$ cat config.mk
export PLATFORM = sky130hd
export DESIGN_NAME = ica_dvsq_cell
export DESIGN_NICKNAME = d
export VERILOG_FILES = /design/src/sv/integer_calculator_alu_assert.svh /design/src/sv/ica_pkg.sv /design/src/sv/ica_dvsq_cell.sv
export SDC_FILE = /design/constraint.sdc
export NUM_CORES = 1
export LEC_CHECK = 0
export BUFFER_PORTS_ARGS = -buffer_cell sky130_fd_sc_hd__buf_2
export CAP_MARGIN = 5
export CORE_AREA = 8 8 355 357
export DETAILED_ROUTE_END_ITERATION = 10
export DIE_AREA = 0 0 363 365
export GPL_TIMING_DRIVEN = 0
export PLACE_DENSITY = 0.46
export SLEW_MARGIN = 20
export SYNTH_ARGS = -nofsm -noshare
export SYNTH_HDL_FRONTEND = slang
export SYNTH_SLANG_ARGS = --single-unit
$ cat constraint.sdc
create_clock -name clock -period 3.7 [get_ports clock]
set_clock_uncertainty 0.2 [all_clocks]
set_input_delay 0.555 -clock clock [delete_from_list [all_inputs] [get_ports clock]]
set_output_delay 0.555 -clock clock [all_outputs]
set_load 0.01 [all_outputs]
$ cat src/sv/integer_calculator_alu_assert.svh
// assertion macros for the integer calculator
`ifndef INTEGER_CALCULATOR_ALU_ASSERT_SVH
`define INTEGER_CALCULATOR_ALU_ASSERT_SVH

`ifndef NO_ASSERTIONS
// property checked outside of reset
`define ICA_CHECK(label, prop, msg) \
   label: assert property (@(posedge clock) disable iff (reset) prop) else $error(msg);
// property checked in and out of reset
`define ICA_CHECK_ALWAYS(label, prop, msg) \
   label: assert property (@(posedge clock) prop) else $error(msg);
`else
`define ICA_CHECK(label, prop, msg)
`define ICA_CHECK_ALWAYS(label, prop, msg)
`endif

`endif

$ cat src/sv/ica_pkg.sv
package ica_pkg;

   // payload field widths
   localparam int CMD_W   = 3;
   localparam int OPND_W  = 32;
   localparam int WHOLE_W = 64;
   localparam int FRAC_W  = 16;
   localparam int ST_W    = 3;

   // parameter defaults and ranges
   localparam int OPERAND_WIDTH_DEF = 32;
   localparam int FRACTION_BITS_DEF = 16;
   localparam int OPW_MAX = 32;
   localparam int FRB_MAX = 31;

   // power cells
   localparam int BASE_W   = OPW_MAX - 1;
   localparam int ACC_W    = 63;
   localparam int LEFT_W   = 6;
   localparam int PW_STEPS = 63;

   // divide and square root cells
   localparam int DV_W   = (OPW_MAX > FRB_MAX + 1) ? OPW_MAX : FRB_MAX + 1;
   localparam int SQ_MAX = (OPW_MAX + 2 * FRB_MAX) / 2;
   localparam int RAD_W  = 2 * SQ_MAX;
   localparam int SR_W   = SQ_MAX + 2;

   localparam logic [WHOLE_W-1:0] WHOLE_MAX = 64'h7FFF_FFFF_FFFF_FFFF;

   // commands
   localparam logic [CMD_W-1:0] CMD_ADD  = 3'd0;
   localparam logic [CMD_W-1:0] CMD_SUB  = 3'd1;
   localparam logic [CMD_W-1:0] CMD_MUL  = 3'd2;
   localparam logic [CMD_W-1:0] CMD_DIV  = 3'd3;
   localparam logic [CMD_W-1:0] CMD_POW  = 3'd4;
   localparam logic [CMD_W-1:0] CMD_SQRT = 3'd5;

   // status codes
   localparam logic [ST_W-1:0] ST_OK   = 3'd0;
   localparam logic [ST_W-1:0] ST_DIV0 = 3'd1;
   localparam logic [ST_W-1:0] ST_NEG  = 3'd2;
   localparam logic [ST_W-1:0] ST_OVF  = 3'd3;
   localparam logic [ST_W-1:0] ST_BAD  = 3'd4;

   // request as it travels down the cell chain
   typedef struct packed {
      logic [CMD_W-1:0]   cmd;
      logic [ST_W-1:0]    status;
      logic [WHOLE_W-1:0] whole;
      logic               pw_run;
      logic               pw_neg;
      logic [BASE_W-1:0]  pw_base;
      logic [ACC_W-1:0]   pw_acc;
      logic [LEFT_W-1:0]  pw_left;
      logic               dv_neg;
      logic [DV_W-1:0]    dv_num;
      logic [DV_W-1:0]    dv_den;
      logic [DV_W-1:0]    dv_rem;
      logic [RAD_W-1:0]   sq_rad;
      logic [SR_W-1:0]    sq_rem;
      logic [SQ_MAX-1:0]  sq_root;
   } item_type;

endpackage

$ cat src/sv/ica_dvsq_cell.sv
module ica_dvsq_cell #(
   parameter bit DO_DIV  = 1'b1,
   parameter bit DO_SQRT = 1'b1
) (
   input  logic              clock,
   input  logic              reset,
   input  logic              adv,
   input  logic              v_i,
   input  ica_pkg::item_type item_i,
   output logic              v_o,
   output ica_pkg::item_type item_o
);
   import ica_pkg::*;

   logic [DV_W:0]  dt;
   logic [DV_W:0]  dd;
   logic           dq;
   logic [SR_W-1:0] st;
   logic [SR_W-1:0] trial;
   logic           sq;
   item_type       item_in;
   item_type       item_ff;
   logic           v_ff;

   // restoring division: bring down one dividend bit
   assign dt = {item_i.dv_rem, item_i.dv_num[DV_W-1]};
   assign dd = {1'b0, item_i.dv_den};
   assign dq = (dt >= dd);

   // restoring square root: bring down two radicand bits
   assign st    = {item_i.sq_rem[SR_W-3:0], item_i.sq_rad[RAD_W-1 -: 2]};
   assign trial = {item_i.sq_root, 2'b01};
   assign sq    = (st >= trial);

   always_comb begin
      item_in = item_i;
      if (DO_DIV) begin
         item_in.dv_rem = dq ? DV_W'(dt - dd) : dt[DV_W-1:0];
         item_in.dv_num = {item_i.dv_num[DV_W-2:0], dq};
      end
      if (DO_SQRT) begin
         item_in.sq_rem  = sq ? st - trial : st;
         item_in.sq_root = {item_i.sq_root[SQ_MAX-2:0], sq};
         item_in.sq_rad  = {item_i.sq_rad[RAD_W-3:0], 2'b00};
      end
   end

   // stage register
   always_ff @(posedge clock) begin
      if (reset) begin
         v_ff <= 1'b0;
      end else if (adv) begin
         v_ff <= v_i;
      end
   end

   always_ff @(posedge clock) begin
      if (adv) begin
         item_ff <= item_in;
      end
   end

   assign v_o    = v_ff;
   assign item_o = item_ff;

endmodule

## After elaboration in Yosys (flattened, before gate mapping)

Cells that the tools add are included.

- Register bits: 458
- Input bits: 463
- Word-level logic and storage cells: 22

- Add/sub/neg operators: 2
- Order comparisons: 2
- Muxes and demuxes: 2

Operators with widths:

| kind | count |
|---|---|
| 49-bit greater-or-equal comparator | 1 |
| 49-bit two-way mux | 1 |
| 49-bit subtractor | 1 |
| 33-bit by 32-bit greater-or-equal comparator with 1-bit output | 1 |
| 32-bit two-way mux | 1 |
| 32-bit subtractor | 1 |

## Logic depth before layout (Yosys ltp)

- Depth after elaboration: 2
- Depth in mapped cells: 14
- Gate-level depth less buffers: 13

## Least setup slack after synthesis

OpenSTA, ideal clock, no wires.

- Path kind: input-to-reg
- Start: input port item_i[2] (netlist name)
- End: register item_ff, in the netlist item_o[89], data pin
- Library setup time: 0.262 ns
- Arrival time: 3.041 ns
- Data required time: 3.238 ns
- Setup slack: 0.197 ns
- Stages on the path: 12
- Buffers on the path: 0
- Cells stage by stage: inv_1 > ha_1 > a21oi_1 > nor2b_1 > nor4_1 > o21ai_2 > o31ai_1 > a211oi_2 > o21ai_1 > o311ai_0 > xnor2_1 > mux2_1

RTL lines:

| item | line | source |
|---|---|---|
| from (decl) | ica_dvsq_cell.sv:9 | `input ica_pkg::item_type item_i,` |
| to (signal assigned) | ica_dvsq_cell.sv:59 | `item_ff <= item_in;` |
| to (decl) | ica_dvsq_cell.sv:22 | `item_type item_ff;` |

==> qor.yml <==
drc: 0
cp_data_required_time_ns: 3.95
grt_remaining_overflow: 0
num-nets-final: 3305
final_util_pct: 26.90
worst_pin_slew_ns: 0.9165
final_common_cell: "buf_2"
cts_root_buf: "clkbuf_16"
grt_pass1_vias: 17438
avgSynthCellArea_um2: 14.31
portBuffers: 918
fin_setup_tns_ns: 0
cts_buffer_depth: 3
antenna_found_initial: 38
drive_gt1_share_pct: 38.18
htree_levels: 2
die_h_um: 365
period_share_pct: 98.45
cts_buffers: 57
peakVddDrop_mv: 0.3374
max_freq_ghz: 0.2745
syn2layout_area_growth_pct: 67.88
clkSlewWorstSetupHoldPaths_ns: 0.06
finalHoldViolations: 0
io_pins: 923
yosys_warnings: 0
hold_path.class: "input port to register"
first_pass_iters: 5
reg2reg_from: "v_o"
slew_headroom_pct: 38.25
p_leak_nw: 13.70
async_flop_share_pct: 0
ys_seq_elements: 458
yosysSeqAreaShare_pct: 71.12
critPathLaunchType: "input port"
syn_inst: 1350
cp_max_fo: 10
crit_arrival_ns: 3.90
routed_via_density: 3.806
rsz0062_at_grt: "true"
num-fill-cells: 12673
cp-endpoint: "item_o[72]"
syn_area_um2: 19320
drtAntennaViolNets: 0
p_per_area_nw_per_um2: 465.9
cts_tree: "yes"
critPathLaunch: "item_i[26]"
gp_congestion: 0.8714
fin_crit_ns: 3.642
critPathCaptureType: "register"
synth_top_area_share_pct: 71.01
maxCapViolCount: 0
grt_max_degree: 90
synth_edf_count: 457
rows: 128
grt_use_total_pct: 14.54
place_hpwl_um: 82820
vias: 16941
path_class: "input port to register"
avgRoutedWirePerCell_um: 23.14
whs_path_depth: 3
r2r-end: "v_o"
status: "finished clean"
die_width_um: 363
final_cell_mix: "buf_2 (922), edfxtp_1 (457), dlygate4sd3_1 (415), a21oi_1 (116), inv_1 (105)"
r2r_slack_ns: 2.30
ff2ff_path_depth: 3
clock_sinks: 458
routed_wl_um: 103000
insertion_delay_ns: 0.64
core_um2: 120600
synth.distinct_cells: 61
synth_area_leaders: "edfxtp_1 (71%), ha_1 (5.2%), a21oi_1 (3.2%), inv_1 (2.0%), o21ai_0 (1.9%)"
dieArea_um2: 132500
grt_pass1_wl_um: 136900
synth_flop_cell: "edfxtp_1"
drv_slew: 0
setup_viol: 0
start_util_pct: 16.02
synth_area_leader_cell: "edfxtp_1"
drt_iter0_drc: 1093
## critical path, stage by stage
cell and delay [ns]:
buf_2 0.10, inv_1 0.04, ha_1 0.26, clkbuf_2 0.18, inv_1 0.07, nor2_1 0.35, nand2_1 0.09, o21ai_0 0.49
o31a_1 0.33, a41oi_4 0.17, o21a_1 0.25, o21ai_4 0.20, buf_12 0.14, buf_4 0.12, clkbuf_4 0.20, nor2_1 0.07
a21oi_1 0.24
## sequential cells by signal, summed over array words and instances (netlist names)
register,cells
item_o,457
v_o,1
## per-stage QoR
step	instance area, um2	instances	setup WS (ns)	hold WS [ns]	power [mW]
5_1_grt	32420	4443	-0.02600	0.04633	15.84
3_3_place_gp	25960	3894	-5.989	0.2741	9.163
2_1_floorplan	19330	1351	0.1970	0.3279	7.629
4_1_cts	32270	4430	0.001397	0.0005814	15.42
6_report	32440	4451	0.05753	0.08161	15.11
3_5_place_dp	26100	3899	-1.333	0.2846	9.097
## Yosys cell counts (3+ instances only)
| master | number |
|---|---|
| ha_1 | 81 |
| o31ai_1 | 9 |
| or2_2 | 4 |
| clkbuf_1 | 11 |
| and3_1 | 6 |
| o211ai_1 | 5 |
| o21a_1 | 9 |
| mux2i_1 | 4 |
| o31a_1 | 5 |
| xor2_1 | 33 |
| a211oi_1 | 3 |
| a31oi_1 | 10 |
| nand4_1 | 15 |
| mux2_2 | 4 |
| nand2b_1 | 19 |
| a21oi_1 | 122 |
| or4_1 | 3 |
| nor2b_1 | 9 |
| o21ai_1 | 6 |
| o21ai_0 | 75 |
| buf_4 | 7 |
| o21bai_1 | 12 |
| inv_1 | 105 |
| nand3_1 | 11 |
| mux2_1 | 3 |
| a211oi_2 | 3 |
| nand2_1 | 84 |
| and2_1 | 9 |
| nor2_1 | 76 |
| edfxtp_1 | 457 |
| nor4_1 | 7 |
| buf_2 | 11 |
| a21o_1 | 34 |
| or3_1 | 3 |
| nor3_1 | 11 |
| xnor2_1 | 38 |
| a21boi_0 | 10 |
| o22ai_1 | 5 |
| o2111ai_1 | 4 |
## metal layers
metal	global-route usage (%)	up-vias	share of wire, %
li1	-	7900	-
met1	17.81	8148	41
met2	22.63	710	45
met3	5.554	163	9.3
met4	6.649	20	4.7
met5	0	-	0.098
## worst min path at each step
| stage | startpoint | to | slack (ns) |
|---|---|---|---|
| final | item_i[85] | item_o[87] | 0.08 |
| after floorplan | v_o | v_o | 0.33 |
| after global placement | v_o | v_o | 0.27 |
| after CTS | item_i[9] | item_o[10] | 0.0006 |
| after detailed placement | v_o | v_o | 0.28 |
| after global routing | item_i[52] | item_o[54] | 0.05 |
## cell families (layout without fill, tap and decap cells)
group | Yosys count | in the layout | share of synthesized area, %
XOR/XNOR | 71 | 71 | 3.218
buffers and inverters | 136 | 1593 | 2.894
AND/OR/NAND/NOR | 262 | 262 | 6.338
flip-flops | 458 | 458 | 71.12
adder cells (fa/ha/maj) | 82 | 82 | 5.348
other | 1 | 20 | 0.01941
multiplexers | 11 | 11 | 0.6151
AO/OA/AOI/OAI | 329 | 329 | 10.45
## power breakdown
group | switching (mW) | internal (mW)
Sequential | 0.145 | 6.28
Combinational | 1.72 | 1.26
Clock | 2.41 | 3.30
Total | 4.28 | 10.8
## repair_timing
item | CTS | global route
pin swaps | 5 | 5
setup endpoints to repair | 59 | 81
hold buffers | 414 | 1
setup buffers | 10 | 4
resized for setup | 6 | 28
hold endpoints to repair | 413 | 1
## cell type report
class                      count  area, um2  share of cell area [%]
inverter                     105      394.1                   1.215
tap                         1625       2033                   6.267
multi-input combinational    757       5129                   15.81
antenna                       18      45.04                  0.1388
sequential                   458      13740                   42.36
clock inverter                31      342.8                   1.057
timing repair buffer        1352       9029                   27.83
buffer                        29      177.7                  0.5476
clock buffer                  76       1549                   4.775
No activity file was read; power rests on OpenSTA's default activity.
